$ cat config.mk
export PLATFORM = sky130hd
export DESIGN_NAME = aik_sqrt_cell
export DESIGN_NICKNAME = d
export VERILOG_FILES = /design/src/hdl/aik_pkg.sv /design/src/hdl/aik_sqrt_cell.sv
export SDC_FILE = /design/constraint.sdc
export NUM_CORES = 1
export LEC_CHECK = 0
export BUFFER_PORTS_ARGS = -buffer_cell sky130_fd_sc_hd__buf_4
export CAP_MARGIN = 20
export CORE_AREA = 4 4 135 137
export CTS_BUF_LIST = sky130_fd_sc_hd__clkbuf_16
export CTS_CLUSTER_SIZE = 28
export DETAILED_ROUTE_END_ITERATION = 7
export DIE_AREA = 0 0 139 141
export PLACE_DENSITY = 0.86
export SYNTH_ARGS = -nofsm -noshare
export SYNTH_HDL_FRONTEND = slang
export SYNTH_SLANG_ARGS = --single-unit
$ cat constraint.sdc
create_clock -name clk -period 0.8 [get_ports clk]
set_input_delay 0.08 -clock clk [delete_from_list [all_inputs] [get_ports clk]]
set_output_delay 0.08 -clock clk [all_outputs]
set_load 0.02 [all_outputs]
$ cat src/hdl/aik_pkg.sv
`timescale 1ns / 1ps
`default_nettype none

package aik_pkg;

	localparam int GW     = 22;
	localparam int SQW    = 44;
	localparam int RADW   = 50;
	localparam int REMW   = 28;
	localparam int ROOTW  = 25;
	localparam int DREMW  = 38;
	localparam int DENW   = 37;
	localparam int QW     = 25;
	localparam int CWID   = 26;
	localparam int CW     = 48;
	localparam int AW     = 24;
	localparam int ANGW   = 19;
	localparam int CSTEPS = 20;
	localparam int NSQ    = 25;
	localparam int NDIV   = 25;
	localparam int NTERM  = 3;

	localparam logic [RADW-1:0] ONE_SQ = RADW'(1) << 48;
	localparam logic signed [AW-1:0] HALF_PI = 24'sd1647099;

	localparam logic signed [AW-1:0] ATAN_TAB [CSTEPS] = '{
		24'sd823550, 24'sd486170, 24'sd256879, 24'sd130396, 24'sd65451,
		24'sd32757, 24'sd16383, 24'sd8192, 24'sd4096, 24'sd2048,
		24'sd1024, 24'sd512, 24'sd256, 24'sd128, 24'sd64,
		24'sd32, 24'sd16, 24'sd8, 24'sd4, 24'sd2
	};

	typedef enum logic [2:0] {
		REG_OFS_X   = 3'd0,
		REG_OFS_Y   = 3'd1,
		REG_OFS_Z   = 3'd2,
		REG_UPPER   = 3'd3,
		REG_FOREARM = 3'd4,
		REG_HAND    = 3'd5
	} reg_idx_t;

	typedef struct packed {
		logic [RADW-1:0]  rad;
		logic [REMW-1:0]  rem;
		logic [ROOTW-1:0] root;
	} sq_t;

	typedef struct packed {
		logic [DREMW-1:0] rem;
		logic [QW-1:0]    quo;
	} dv_t;

	typedef struct packed {
		logic signed [CW-1:0] x;
		logic signed [CW-1:0] y;
		logic signed [AW-1:0] acc;
		logic                 zero;
	} cs_t;

	typedef struct packed {
		logic                   bad;
		logic                   neg;
		logic signed [GW-1:0]   gz;
		logic [GW-1:0]          r;
		logic signed [CWID-1:0] c;
	} side_t;

	function automatic cs_t prerot(input logic signed [CW-1:0] y,
			input logic signed [CW-1:0] x);
		cs_t v;
		v.zero = (x == '0) && (y == '0);
		v.x    = x;
		v.y    = y;
		v.acc  = '0;
		if (x[CW-1]) begin
			if (!y[CW-1]) begin
				v.x   = y;
				v.y   = -x;
				v.acc = HALF_PI;
			end else begin
				v.x   = -y;
				v.y   = x;
				v.acc = -HALF_PI;
			end
		end
		return v;
	endfunction

	function automatic cs_t cordic_step(input cs_t v, input logic [4:0] i);
		cs_t n;
		logic signed [CW-1:0] xs;
		logic signed [CW-1:0] ys;
		logic signed [CW-1:0] dx;
		logic signed [CW-1:0] dy;
		xs = v.x;
		ys = v.y;
		dx = ys >>> i;
		dy = xs >>> i;
		n  = v;
		if (!ys[CW-1]) begin
			n.x   = xs + dx;
			n.y   = ys - dy;
			n.acc = v.acc + ATAN_TAB[i];
		end else begin
			n.x   = xs - dx;
			n.y   = ys + dy;
			n.acc = v.acc - ATAN_TAB[i];
		end
		return n;
	endfunction

	function automatic logic signed [ANGW-1:0] to_q14(input cs_t v);
		logic [AW-1:0] mag;
		logic [AW-1:0] q;
		mag = v.acc[AW-1] ? AW'(-v.acc) : AW'(v.acc);
		q   = (mag + AW'(32)) >> 6;
		if (v.zero)
			return '0;
		return v.acc[AW-1] ? -$signed(q[ANGW-1:0]) : $signed(q[ANGW-1:0]);
	endfunction

endpackage

`default_nettype wire

$ cat src/hdl/aik_sqrt_cell.sv
`timescale 1ns / 1ps
`default_nettype none

module aik_sqrt_cell import aik_pkg::*; (
	input  logic  clk,
	input  logic  arst_n,
	input  logic  en,
	input  logic  vld_in,
	input  sq_t   d_in,
	input  side_t side_in,
	output logic  vld_out,
	output sq_t   d_out,
	output side_t side_out
);

	logic [REMW-1:0] acc;
	logic [REMW-1:0] trial;
	logic            ge;
	sq_t             nxt;
	logic            vld_q;
	sq_t             d_q;
	side_t           side_q;

	always_comb begin
		acc      = {d_in.rem[REMW-3:0], d_in.rad[RADW-1 -: 2]};
		trial    = {1'b0, d_in.root, 2'b01};
		ge       = acc >= trial;
		nxt.rad  = {d_in.rad[RADW-3:0], 2'b00};
		nxt.rem  = ge ? acc - trial : acc;
		nxt.root = {d_in.root[ROOTW-2:0], ge};
	end

	always_ff @(posedge clk or negedge arst_n) begin
		if (!arst_n) begin
			vld_q <= 1'b0;
		end else if (en) begin
			vld_q <= vld_in;
		end
	end

	always_ff @(posedge clk) begin
		if (en) begin
			d_q    <= nxt;
			side_q <= side_in;
		end
	end

	assign vld_out  = vld_q;
	assign d_out    = d_q;
	assign side_out = side_q;

endmodule

`default_nettype wire

==> impl_metrics.ini <==
[run_status]
outcome = finished, violations left
violations = setup timing

[power]
total_power_mw = 29.59
cellPowerDensity_mw_per_mm2 = 1999
combPwrFrac_pct = 30.8
p_int_mw = 20.16
pwr-share-clk_pct = 29.8
swShare_pct = 31.84
seq_power_share_pct = 39.4
ir_worst_vdd_mv = 1.599
p_switching_mw = 9.422
leakagePower_nw = 6.322

[clocking]
cts_tree = done
worstSkewPairLatency_ps = 440
cts-root-buf = clkbuf_16
clockBufferDepth = 2
path_clk_slew_ps = 80
cts-htree-levels = 4
cts_buffers = 17
numClockSinks = 174

[place]
gp_congestion = 0.8562
hpwl_mm = 18.78
place_area_sq_mm = 0.01105
numPortBuffers = 350

[global_route]
grt_pass1_wl_mm = 50.96
grt_pass1_vias = 7642
grt_usage_pct = 34.92
grt_max_degree = 33
grt-ovfl-total = 0
antenna_found_initial = 3

[final_layout]
drive_above_1_share_pct = 55.58
utilization_pct = 86.77
nets = 1314
final_area_sq_mm = 0.01480
area_growth_pct = 108.3

[floorplanning]
core_area_sq_mm = 0.01706
io_pins = 355
die_x_microns = 139
rows = 48
die-area_sq_mm = 0.01960
fp.dieH_microns = 141
initial_core_util_pct = 41.65

[sta]
worst_clock_skew_ps = 0
setup_viol = 204
period_needed_ps = 2095
final_hold_viol_count = 0
setup_slack_ps = -1295
maxSlewViolCount = 0
finalCritPeriodShare_pct = 261.9
fin_tns_setup_ps = -81500
rsz0062_at_grt = yes
max_freq_ghz = 0.4773

[synth]
synth_cells = 458
synth_edf_count = 173
yosys_warnings = 0
synth_seq_cells = 174
ys.flop_type = edfxtp_1
yosysSeqAreaShare_pct = 73.48
netlist_area_sq_mm = 0.007104
ys_types = 59
avgSynthCellArea_sq_um = 15.51
async_flop_share_pct = 0.5747

[job]
maxCapViolCount = 0

[setup_path]
path_max_fanout = 4
endpoint_kind = flip-flop
max_stage_delay_ps = 380
crit_path_cell_trace = buf_4 -> inv_1 -> ha_2 -> buf_4 -> and3_1 -> nand2_1 -> o21ai_2 -> a41oi_4 -> o221a_2 -> nor4_1 -> nor3_1
critPathKind = primary input to flip-flop
crit_slowest_cell = ha_2
crit_path_start_kind = primary input
required_ps = 980
path_common_cell = buf_4
cp.arrival_ps = 2280

[routing]
drt_first_pass_iters = 5
wl_mm = 39.89
drc = 0
drt-wirelength-per-cell_microns = 29.59
drt_first_iter_violations = 767
vias = 7679
antenna_left = 0
vias_per_cell = 5.697

[min_path]
worstHoldPathType = primary input to flip-flop
cell families (layout without fill, tap and decap cells):
| kind of cell | count (synthesis) | count (layout) | share of synthesized area (%) |
|---|---|---|---|
| DFF | 174 | 174 | 73.48 |
| muxes | 3 | 3 | 0.4755 |
| other | 1 | 4 | 0.05278 |
| xor gates and xnor gates | 21 | 21 | 2.589 |
| and+or+nand+nor | 85 | 85 | 5.425 |
| adders and majority gates | 27 | 27 | 4.755 |
| buffers and inverters | 43 | 705 | 2.571 |
| AOI/OAI and AO/OA | 104 | 104 | 10.66 |
sequential cells by signal (all words and copies together), names as in the netlist:
register	cells
vld_out	1
side_out	72
d_out	101
stage by stage:
stage          hold slack [ps]  instances  setup WS [ps]
2_1_floorplan           -215.6        459          -1325
3_3_place_gp            -144.3       1122          -1609
3_5_place_dp            -142.7       1122          -1642
4_1_cts                 -47.14       1333          -1098
5_1_grt                  1.096       1348          -1415
6_report                 12.73       1348          -1295
layer usage:
layer,up-vias,track usage (%),wire (microns)
li1,3047,-,-
met1,3726,40.62,13770
met2,699,61.29,19580
met3,205,9.362,3894
met5,-,0,13
met4,2,14.62,2636
cell usage after synthesis, drive strengths merged, types with 6 or more instances:
| master | count | share of area, % |
|---|---|---|
| edfxtp | 173 | 73 |
| nand2 | 39 | 2.1 |
| inv | 32 | 1.7 |
| o21ai | 32 | 2.3 |
| ha | 27 | 4.8 |
| a21oi | 21 | 1.5 |
| nor2 | 14 | 0.74 |
| a21o | 12 | 1.3 |
| xnor2 | 11 | 1.4 |
| nand3 | 10 | 0.70 |
| xor2 | 10 | 1.2 |
| buf | 7 | 0.65 |
| o31ai | 6 | 0.70 |
cell type report:
class	count	area, sq um
fillers	642	2256
diodes	2	5.005
repair buffers	641	6148
clock inverters	15	171.4
multi-input cells	242	2400
well taps	225	281.5
inverters	32	147.6
clock buffers	17	425.4
flip-flops and latches	174	5221
critical path: cells and delay by family:
family / cells / cell delay (ps)
and+or+nand+nor: 4 / 820
buffers and inverters: 3 / 300
adders and majority gates: 1 / 380
AOI/OAI and AO/OA: 3 / 690
placed cells by master (no fill, tap or decap), types with 11 or more instances in the layout:
cell type | netlist | layout
a21o_1 | 12 | 11
a21oi_1 | 20 | 12
buf_4 | 2 | 267
buf_6 | 1 | 190
clkbuf_16 | 0 | 17
dlygate4sd3_1 | 0 | 165
edfxtp_1 | 173 | 173
ha_4 | 0 | 16
inv_1 | 32 | 15
nand2_1 | 39 | 20
nand2_4 | 0 | 11
nor2_1 | 14 | 14
o21ai_1 | 3 | 11
o21ai_2 | 1 | 14
path summary, 6_finish.rpt:
kind                          start         to  slack, ps  cells past startpoint
min in group asynchronous    arst_n    vld_out        500                      3
max                         d_in[8]  d_out[48]      -1300                     11
max in group asynchronous    arst_n    vld_out        180                      3
min reg2reg                 vld_out    vld_out        630                      2
min                        d_in[48]  d_out[50]         10                      4
max reg2reg                 vld_out    vld_out       -100                      2
power by group through the flow:
stage	Clock (mW)	Combinational (mW)	Sequential, mW
finish	8.82	9.10	11.7
global route	9.20	9.33	11.7
global placement	0	5.95	11.5
detailed placement	0	6.08	11.5
CTS	8.44	7.83	11.5
floorplan	0	1.75	12.6
what timing repair did:
action / CTS / global route
resized for setup: 245 / 71
endpoints found under the hold margin: 168 / 2
setup buffers: 14 / 13
hold buffers: 165 / 1
gates cloned: 2 / 0
setup endpoints to repair: 203 / 207
pin swaps: 46 / 31
(Power assumes the default switching activity.)
