$ cat src/hdl/aik_pkg.sv
`timescale 1ns / 1ps
`default_nettype none

package aik_pkg;

	localparam int GW     = 22;
	localparam int SQW    = 44;
	localparam int RADW   = 50;
	localparam int REMW   = 28;
	localparam int ROOTW  = 25;
	localparam int DREMW  = 38;
	localparam int DENW   = 37;
	localparam int QW     = 25;
	localparam int CWID   = 26;
	localparam int CW     = 48;
	localparam int AW     = 24;
	localparam int ANGW   = 19;
	localparam int CSTEPS = 20;
	localparam int NSQ    = 25;
	localparam int NDIV   = 25;
	localparam int NTERM  = 3;

	localparam logic [RADW-1:0] ONE_SQ = RADW'(1) << 48;
	localparam logic signed [AW-1:0] HALF_PI = 24'sd1647099;

	localparam logic signed [AW-1:0] ATAN_TAB [CSTEPS] = '{
		24'sd823550, 24'sd486170, 24'sd256879, 24'sd130396, 24'sd65451,
		24'sd32757, 24'sd16383, 24'sd8192, 24'sd4096, 24'sd2048,
		24'sd1024, 24'sd512, 24'sd256, 24'sd128, 24'sd64,
		24'sd32, 24'sd16, 24'sd8, 24'sd4, 24'sd2
	};

	typedef enum logic [2:0] {
		REG_OFS_X   = 3'd0,
		REG_OFS_Y   = 3'd1,
		REG_OFS_Z   = 3'd2,
		REG_UPPER   = 3'd3,
		REG_FOREARM = 3'd4,
		REG_HAND    = 3'd5
	} reg_idx_t;

	typedef struct packed {
		logic [RADW-1:0]  rad;
		logic [REMW-1:0]  rem;
		logic [ROOTW-1:0] root;
	} sq_t;

	typedef struct packed {
		logic [DREMW-1:0] rem;
		logic [QW-1:0]    quo;
	} dv_t;

	typedef struct packed {
		logic signed [CW-1:0] x;
		logic signed [CW-1:0] y;
		logic signed [AW-1:0] acc;
		logic                 zero;
	} cs_t;

	typedef struct packed {
		logic                   bad;
		logic                   neg;
		logic signed [GW-1:0]   gz;
		logic [GW-1:0]          r;
		logic signed [CWID-1:0] c;
	} side_t;

	function automatic cs_t prerot(input logic signed [CW-1:0] y,
			input logic signed [CW-1:0] x);
		cs_t v;
		v.zero = (x == '0) && (y == '0);
		v.x    = x;
		v.y    = y;
		v.acc  = '0;
		if (x[CW-1]) begin
			if (!y[CW-1]) begin
				v.x   = y;
				v.y   = -x;
				v.acc = HALF_PI;
			end else begin
				v.x   = -y;
				v.y   = x;
				v.acc = -HALF_PI;
			end
		end
		return v;
	endfunction

	function automatic cs_t cordic_step(input cs_t v, input logic [4:0] i);
		cs_t n;
		logic signed [CW-1:0] xs;
		logic signed [CW-1:0] ys;
		logic signed [CW-1:0] dx;
		logic signed [CW-1:0] dy;
		xs = v.x;
		ys = v.y;
		dx = ys >>> i;
		dy = xs >>> i;
		n  = v;
		if (!ys[CW-1]) begin
			n.x   = xs + dx;
			n.y   = ys - dy;
			n.acc = v.acc + ATAN_TAB[i];
		end else begin
			n.x   = xs - dx;
			n.y   = ys + dy;
			n.acc = v.acc - ATAN_TAB[i];
		end
		return n;
	endfunction

	function automatic logic signed [ANGW-1:0] to_q14(input cs_t v);
		logic [AW-1:0] mag;
		logic [AW-1:0] q;
		mag = v.acc[AW-1] ? AW'(-v.acc) : AW'(v.acc);
		q   = (mag + AW'(32)) >> 6;
		if (v.zero)
			return '0;
		return v.acc[AW-1] ? -$signed(q[ANGW-1:0]) : $signed(q[ANGW-1:0]);
	endfunction

endpackage

`default_nettype wire

$ cat src/hdl/aik_div_cell.sv
`timescale 1ns / 1ps
`default_nettype none

module aik_div_cell import aik_pkg::*; (
	input  logic            clk,
	input  logic            arst_n,
	input  logic            en,
	input  logic [DENW-1:0] den,
	input  logic            vld_in,
	input  dv_t             d_in,
	input  side_t           side_in,
	output logic            vld_out,
	output dv_t             d_out,
	output side_t           side_out
);

	logic             ge;
	logic [DREMW-1:0] r1;
	dv_t              nxt;
	logic             vld_q;
	dv_t              d_q;
	side_t            side_q;

	always_comb begin
		ge      = d_in.rem >= {1'b0, den};
		r1      = ge ? d_in.rem - {1'b0, den} : d_in.rem;
		nxt.rem = {r1[DREMW-2:0], 1'b0};
		nxt.quo = {d_in.quo[QW-2:0], ge};
	end

	always_ff @(posedge clk or negedge arst_n) begin
		if (!arst_n) begin
			vld_q <= 1'b0;
		end else if (en) begin
			vld_q <= vld_in;
		end
	end

	always_ff @(posedge clk) begin
		if (en) begin
			d_q    <= nxt;
			side_q <= side_in;
		end
	end

	assign vld_out  = vld_q;
	assign d_out    = d_q;
	assign side_out = side_q;

endmodule

`default_nettype wire

$ cat config.mk
export PLATFORM = sky130hd
export DESIGN_NAME = aik_div_cell
export DESIGN_NICKNAME = d
export VERILOG_FILES = /design/src/hdl/aik_pkg.sv /design/src/hdl/aik_div_cell.sv
export SDC_FILE = /design/constraint.sdc
export NUM_CORES = 1
export LEC_CHECK = 0
export BUFFER_PORTS_ARGS = -buffer_cell sky130_fd_sc_hd__buf_2
export CAP_MARGIN = 20
export CORE_MARGIN = 4
export CORE_UTILIZATION = 48
export CTS_CLUSTER_SIZE = 30
export DETAILED_ROUTE_END_ITERATION = 16
export GPL_TIMING_DRIVEN = 0
export PLACE_DENSITY = 0.85
export SLEW_MARGIN = 0
export SYNTH_ARGS = -nofsm -noshare
export SYNTH_HDL_FRONTEND = slang
export SYNTH_SLANG_ARGS = --single-unit
export TNS_END_PERCENT = 10
$ cat constraint.sdc
create_clock -name clk -period 1.2 [get_ports clk]
set_clock_uncertainty 0.2 [all_clocks]
set_input_delay 0.06 -clock clk [delete_from_list [all_inputs] [get_ports clk]]
set_output_delay 0.06 -clock clk [all_outputs]
set_load 0.005 [all_outputs]
==> key figures, run 1 <==
Pwr
  – Tot Pwr: between 10 and 15 mW
  – LEAKAGE: roughly 5.0 nW
  – Worst ir drop on vdd: 0.863 mV
  – Power per cell area: 1350 nW/um^2

Critical path
  – WS Path Type: primary input to flip-flop
  – Buf/Inv on CP: 5
  – Slowest-stage cell, CP: fa_2
  – Critical path launch point type: primary input
  – Critical R2R Launch: vld_out
  – CP required: 1.15 ns
  – Worst Path Max Fanout: 10
  – Worst reg2reg path depth: 1
  – Arrival @ worst endpoint: 2.51 ns
  – Reg-to-reg setup timing slack: 0.23 ns
  – CP delay by family, top: compound AO/OA/AOI/OAI gates
  – Max incr delay on CP: 0.35 ns
  – End of the worst register-to-register path: vld_out
  – CP Capture Type: flip-flop
  – Critical path cell sequence: buf_12 > inv_12 > ha_4 > inv_2 > fa_2 > a21oi_2 > o211a_1 > o21a_4 > o211ai_4 > o211a_4 > o21a_4 > nor2_4 > buf_6 > buf_12 > mux2_4

Global routing
  – Grt ovf: 0
  – Antenna violations before repair: 5
  – Vias in the first global route: 6682
  – Gr usage total: 30.3%
  – First-pass GRT wire length: roughly 37 mm
  – Largest net degree at the start of global routing: between 80 and 90

CTS
  – Clock sinks: between 100 and 150
  – Clock Tree Buf Depth: 2
  – CTS buffer count: 17
  – Clock slew at reported path FFs: 0.06 ns
  – TritonCTS clock tree: yes
  – Worst skew pair latency: ~0.41 ns
  – Htree depth: 4
  – CTS root buffer: clkbuf_16

Placement
  – Placed cell count: a little over 1000
  – Final Wtd Congestion: 0.891
  – DP Wirelength: about 16 mm
  – Area after DPL: 8760 um^2
  – Placement Setup Slack: -2.07 ns
  – Port bufs: 309

Synth
  – Post-Syn Area: between 6000 and 7000 um^2
  – Top FF cell, synth: edfxtp_1
  – EDFF count, synth: 134
  – Asr flop ratio synth: less than 1%
  – Synthesized instance count: approximately 540
  – Seq/Total Area, Yosys: ~59%
  – Yosys cell types: 67
  – Syn nets: ~750
  – Yosys reg bits: between 100 and 150
  – Number of synthesis warnings: 0
  – Syn_area_per_cell: around 13 um^2

Run status
  – Failing checks: hold timing, setup timing
  – Run status: finished, violations left

STA
  – Final setup vio count: between 70 and 80
  – Rel. slew slack: approximately 62%
  – Tcrit/Tclk final: 213%
  – Final hold slack: -0.205 ns
  – Final Max Slew Viols: 0
  – Final WS setup: -1.36 ns
  – Max Clock Freq: about 0.39 GHz
  – RSZ-0062 raised after global routing: true
  – Min Tclk post-route: 2.56 ns
  – Final Hold Viols: 53
  – Worst Max-Slew Pin Slew: roughly 0.57 ns
  – Setup TNS: -50.14 ns

Job
  – Max Cap Violations: 0

Layout
  – Total Nets Final: 1227
  – Fin cells: roughly 1200
  – Final Instance Area: between 10000 and 15000 um^2
  – Layout area overhead: 60.0%
  – Most frequent cells in the layout: buf_2, dlygate4sd3_1, edfxtp_1, inv_1, a21oi_1
  – Most common cell after layout, fill and taps aside: buf_2
  – Layout cell share with drive strength beyond 1: about two fifths
  – Post-layout utilization of the core: a little under 80%

Route
  – DRT antenna net count: 0
  – Drt total wl: around 26 mm
  – DRT iter0 DRCs: roughly 650
  – Residual DRC: 0
  – Via Count: around 6700
  – 1st-pass router iterations: 6
  – WL/cell: ~22 um
  – DR vias/cell: ~5.5

Hold path
  – WHS Path Cells: 3
  – Worst hold start: d_in[25]
  – Hold Path Sink: d_out[26]
  – Worst min path class: primary input to flip-flop

Floorplan
  – CORE AREA: about 14000 um^2
  – Die area: about 16000 um^2
  – Die Y: 128 um
  – IO Count: between 300 and 400
  – Starting Density: 49.4%
  – Die Width: ~130 um
  – # rows: 43
layer usage:
layer  global-route usage, %  share of wire (%)  vias to the layer above
li1                        -                  -                     2994
met1                    34.2                 36                     3169
met2                    51.6                 50                      403
met3                    9.75                9.3                       86
met4                    14.7                4.4                        6
met5                       0              0.092                        -
worst max-delay path by stage:
stage / cells past startpoint / end / slack, ns / start
2_1_floorplan: 14 / d_out[51] / -1.61 / d_in[25]
3_3_place_gp: 14 / d_out[47] / -2.04 / d_in[25]
6_report: 15 / d_out[51] / -1.36 / d_in[25]
5_1_grt: 11 / d_out[57] / -1.43 / den[17]
4_1_cts: 15 / d_out[51] / -1.33 / d_in[25]
3_5_place_dp: 14 / d_out[43] / -2.07 / d_in[25]
cells in the mapped netlist (all sizes together), types with 2 or more instances:
| cell | instances | share of area [%] |
|---|---|---|
| o21a | 9 | 1.1 |
| o211a | 3 | 0.54 |
| buf | 9 | 0.90 |
| xnor2 | 19 | 2.4 |
| and4 | 3 | 0.38 |
| inv | 52 | 2.8 |
| mux2i | 3 | 0.43 |
| a211oi | 2 | 0.22 |
| a21o | 16 | 1.7 |
| o211ai | 6 | 0.92 |
| o221ai | 2 | 0.25 |
| o21ai | 28 | 2.0 |
| o41ai | 3 | 0.92 |
| a311oi | 2 | 0.25 |
| clkbuf | 7 | 0.38 |
| nand2b | 3 | 0.27 |
| a21oi | 46 | 3.4 |
| nor2 | 19 | 1.0 |
| nand3 | 18 | 1.3 |
| o21bai | 5 | 0.54 |
| nor2b | 4 | 0.40 |
| or2 | 2 | 0.18 |
| o2111ai | 3 | 0.38 |
| a31oi | 6 | 0.54 |
| a31o | 2 | 0.25 |
| edfxtp | 134 | 58 |
| nor3b | 2 | 0.22 |
| and3 | 2 | 0.25 |
| mux2 | 29 | 5.2 |
| ha | 37 | 6.7 |
| xor2 | 6 | 0.76 |
| nand4 | 3 | 0.27 |
| o31ai | 3 | 0.33 |
| nand3b | 2 | 0.22 |
| a21boi | 2 | 0.22 |
| nand2 | 26 | 1.4 |
| nor3 | 7 | 0.51 |
report_power, final:
group | internal [mW] | total [mW] | switching (mW)
Clock | 3.45 | 5.50 | 2.05
Combinational | 1.78 | 3.45 | 1.67
Sequential | 5.77 | 5.92 | 0.155
Total | 11.0 | 14.9 | 3.88
state kept, by name, summed over array words and instances (netlist names):
signal / count
vld_out: 1
d_out: 62
side_out: 72
cell families (layout without fill, tap and decap cells):
logic type / Yosys count / in the layout / synth area share (%)
flops: 135 / 135 / 58.6
fa+ha+maj: 38 / 38 / 6.99
xor+xnor: 25 / 25 / 3.17
mux: 32 / 32 / 5.59
buf+inv: 68 / 553 / 4.11
simple gates: 94 / 94 / 6.75
other cells: 1 / 5 / 0.0543
compound gates: 146 / 146 / 14.8
area by class of cell:
type	instances	area, um^2
Sequential cell	135	4050
Timing Repair Buffer	459	3110
Fill cell	795	2930
Multi-Input combinational cell	336	2760
Clock buffer	17	425
Tap cell	180	225
Inverter	52	208
Clock inverter	13	181
Buffer	12	98.8
Antenna cell	4	10.0
repair_timing:
item,in CTS,in global routing
setup buffers,11,2
hold buffers,134,1
hold endpoints to repair,187,54
setup endpoints to repair,70,155
cloned,1,0
gates resized for setup,26,35
pin swaps,6,1
Note: power is estimated with default switching activity, not from simulation.
==> run 2: changes to the inputs <==
--- a/config.mk
+++ b/config.mk
@@ -7,12 +7,13 @@
 export LEC_CHECK = 0
 export BUFFER_PORTS_ARGS = -buffer_cell sky130_fd_sc_hd__buf_2
 export CAP_MARGIN = 20
+export CORE_ASPECT_RATIO = 1.1
 export CORE_MARGIN = 4
 export CORE_UTILIZATION = 48
 export CTS_CLUSTER_SIZE = 30
 export DETAILED_ROUTE_END_ITERATION = 16
 export GPL_TIMING_DRIVEN = 0
-export PLACE_DENSITY = 0.85
+export PLACE_DENSITY = 0.81
 export SLEW_MARGIN = 0
 export SYNTH_ARGS = -nofsm -noshare
 export SYNTH_HDL_FRONTEND = slang
==> run 2 against run 1 <==
- the flow still finishes with violations (hold timing, setup timing)
- sequential cell count did not move
- largest power group unchanged
- sequential share of layout area shrank 0.49 points
- first-iteration DRC count is 6.7% lower
- cell area rose by 1.4%
- critical path depth is 5 higher
- cell count grew 1.4%
- hold slack improved by 0.014 ns
- critical path type unchanged
- routed wire length up 1.5%
- global-route usage up 0.54 points
- largest cell class unchanged
- via count rose by 1.4%
- combinational power rose by 3%
- critical endpoint is now d_out[34]
==> key figures, run 2 (same netlist as run 1, synthesis figures left out) <==
Run status
  – Run status: finished, violations left
  – Failing checks: hold timing, setup timing

Placement
  – Port bufs: between 300 and 400
  – DP Wirelength: ~16 mm
  – Placed cell count: a little over 1000
  – Placement Setup Slack: -2.09 ns
  – Final Wtd Congestion: 0.891
  – Area after DPL: approximately 8800 um^2

Layout
  – Fin cells: between 1000 and 1500
  – Most common cell after layout, fill and taps aside: buf_2
  – Layout cell share with drive strength beyond 1: between 40% and 50%
  – Max reg flops: 72
  – Total Nets Final: 1237
  – Most frequent cells in the layout: buf_2, dlygate4sd3_1, edfxtp_1, inv_1, a21oi_1
  – Final Instance Area: roughly 11000 um^2
  – Layout area overhead: 62.2%

CTS
  – Clock sinks: between 100 and 150
  – Clock Tree Buf Depth: 2
  – TritonCTS clock tree: yes
  – CTS root buffer: clkbuf_16
  – Htree depth: 4
  – Clock slew at reported path FFs: about 0.060 ns
  – CTS buffer count: 17
  – Worst skew pair latency: 0.41 ns

Pwr
  – LEAKAGE: a little under 5 nW
  – Power per cell area: around 1300 nW/um^2
  – Internal power: approximately 10 mW
  – P_sw: 3.96 mW
  – Combinational Power Share: about a quarter
  – Clock network fraction of design power: 34.2%
  – Switch share: between 20 and 30%
  – Worst ir drop on vdd: between 0.8 and 0.9 mV
  – Register share of total power: 41.0%

Global routing
  – Grt ovf: 0
  – Gr usage total: between 30% and 40%
  – Vias in the first global route: roughly 6700
  – First-pass GRT wire length: between 30 and 40 mm
  – Largest net degree at the start of global routing: approximately 90
  – Antenna violations before repair: 3

STA
  – Final WS setup: -1.44 ns
  – Worst Max-Slew Pin Slew: 0.716 ns
  – Tcrit/Tclk final: 220%
  – Final setup vio count: 67
  – Final hold slack: -0.191 ns
  – Final Max Slew Viols: 0
  – Rel. slew slack: 51.8%
  – RSZ-0062 raised after global routing: true
  – Max Clock Freq: approximately 0.38 GHz
  – Final Hold Viols: 44
  – Min Tclk post-route: about 2.6 ns

Floorplan
  – Die Y: roughly 130 um
  – Starting Density: about half
  – IO Count: roughly 310
  – Die Width: roughly 120 um
  – CORE AREA: between 10000 and 15000 um^2
  – Die area: ~16000 um^2
  – # rows: between 40 and 50

Critical path
  – Critical path launch point type: primary input
  – CP Capture Type: flip-flop
  – Worst reg2reg path depth: 1
  – Worst Path Max Fanout: 2
  – WS Path Type: primary input to flip-flop
  – Arrival @ worst endpoint: 2.61 ns
  – CP required: about 1.2 ns

Route
  – DR vias/cell: between 5 and 6
  – DRT antenna net count: 0
  – WL/cell: about 22 um
  – DRT iter0 DRCs: between 600 and 700
  – Drt total wl: around 26 mm
  – 1st-pass router iterations: 6
  – Residual DRC: 0
  – Via Count: about 6700

Job
  – Max Cap Violations: 0

Hold path
  – WHS Path Cells: 3
  – Worst min path class: primary input to flip-flop
## run 2: changes by cell type in the layout (fill, tap and decap cells not counted), moves of 4 or more
cell / before / now
a21oi_1: 43 / 38
buf_6: 4 / 9
buf_4: 14 / 22
mux2_4: 26 / 15
ha_1: 31 / 27
a21oi_2: 3 / 8
mux2_2: 3 / 14
ha_4: 1 / 7
o21ai_0: 24 / 20
## run 2: metal layers
metal	wire, um	up-vias	part of all wire (%)	GRT usage, %
met2	13400	429	51	54.6
met5	13	-	0.049	0
met3	2540	98	9.6	10.1
met1	9220	3217	35	33.6
met4	1300	2	4.9	12.8
li1	-	3002	-	-
## run 2: critical path: stages
cell and delay [ns]:
buf_12 0.11, inv_12 0.04, ha_4 0.13, inv_2 0.04, fa_2 0.34, a21oi_2 0.15, buf_4 0.12, buf_4 0.10
buf_4 0.10, buf_4 0.11, buf_4 0.11, buf_4 0.10, buf_4 0.09, buf_4 0.12, o21ai_2 0.06, a21oi_2 0.22
o21bai_2 0.12, a21oi_2 0.16, xnor2_1 0.07, mux2_2 0.26
## run 2: worst paths after layout
check                               from        end  slack, ns
worst max-delay path            d_in[25]  d_out[34]      -1.44
worst min-delay path            d_in[25]  d_out[26]      -0.19
worst max register to register   vld_out    vld_out       0.26
worst min register to register   vld_out    vld_out       0.31
max in group asynchronous         arst_n    vld_out       0.39
min in group asynchronous         arst_n    vld_out       0.31
## run 2: area by class of cell
type	count	area [um^2]
well taps	188	235
multi-input cells	336	2870
diodes	2	5.00
repair buffers	473	3230
flip-flops and latches	135	4050
fillers	800	2750
clock inverters	14	126
inverters	52	208
plain buffers	8	71.3
clock buffers	17	425
## run 2: what timing repair did
item,in CTS,in global routing
gates resized for setup,36,51
endpoints found under the hold margin,178,45
hold buffers,134,1
buffers inserted,20,9
cloned,1,0
pin swaps,10,9
endpoints found under the setup margin,59,141
## run 2: stage by stage
stage	setup TNS, ns	power, mW	utilization, %
2_1_floorplan	-57.49	7.44	-
3_3_place_gp	-305.49	8.60	62.5
3_5_place_dp	-100.57	8.68	62.8
4_1_cts	-49.39	14.1	78.9
5_1_grt	-52.85	15.0	80.3
6_report	-49.39	14.4	80.3
## run 2: power by group through the flow
| stage | Clock, mW | Sequential [mW] | Combinational (mW) |
|---|---|---|---|
| detailed placement | 0 | 5.97 | 2.72 |
| floorplan | 0 | 6.05 | 1.39 |
| global placement | 0 | 5.97 | 2.64 |
| global route | 5.20 | 5.95 | 3.82 |
| CTS | 4.92 | 5.88 | 3.32 |
| finish | 4.93 | 5.91 | 3.57 |
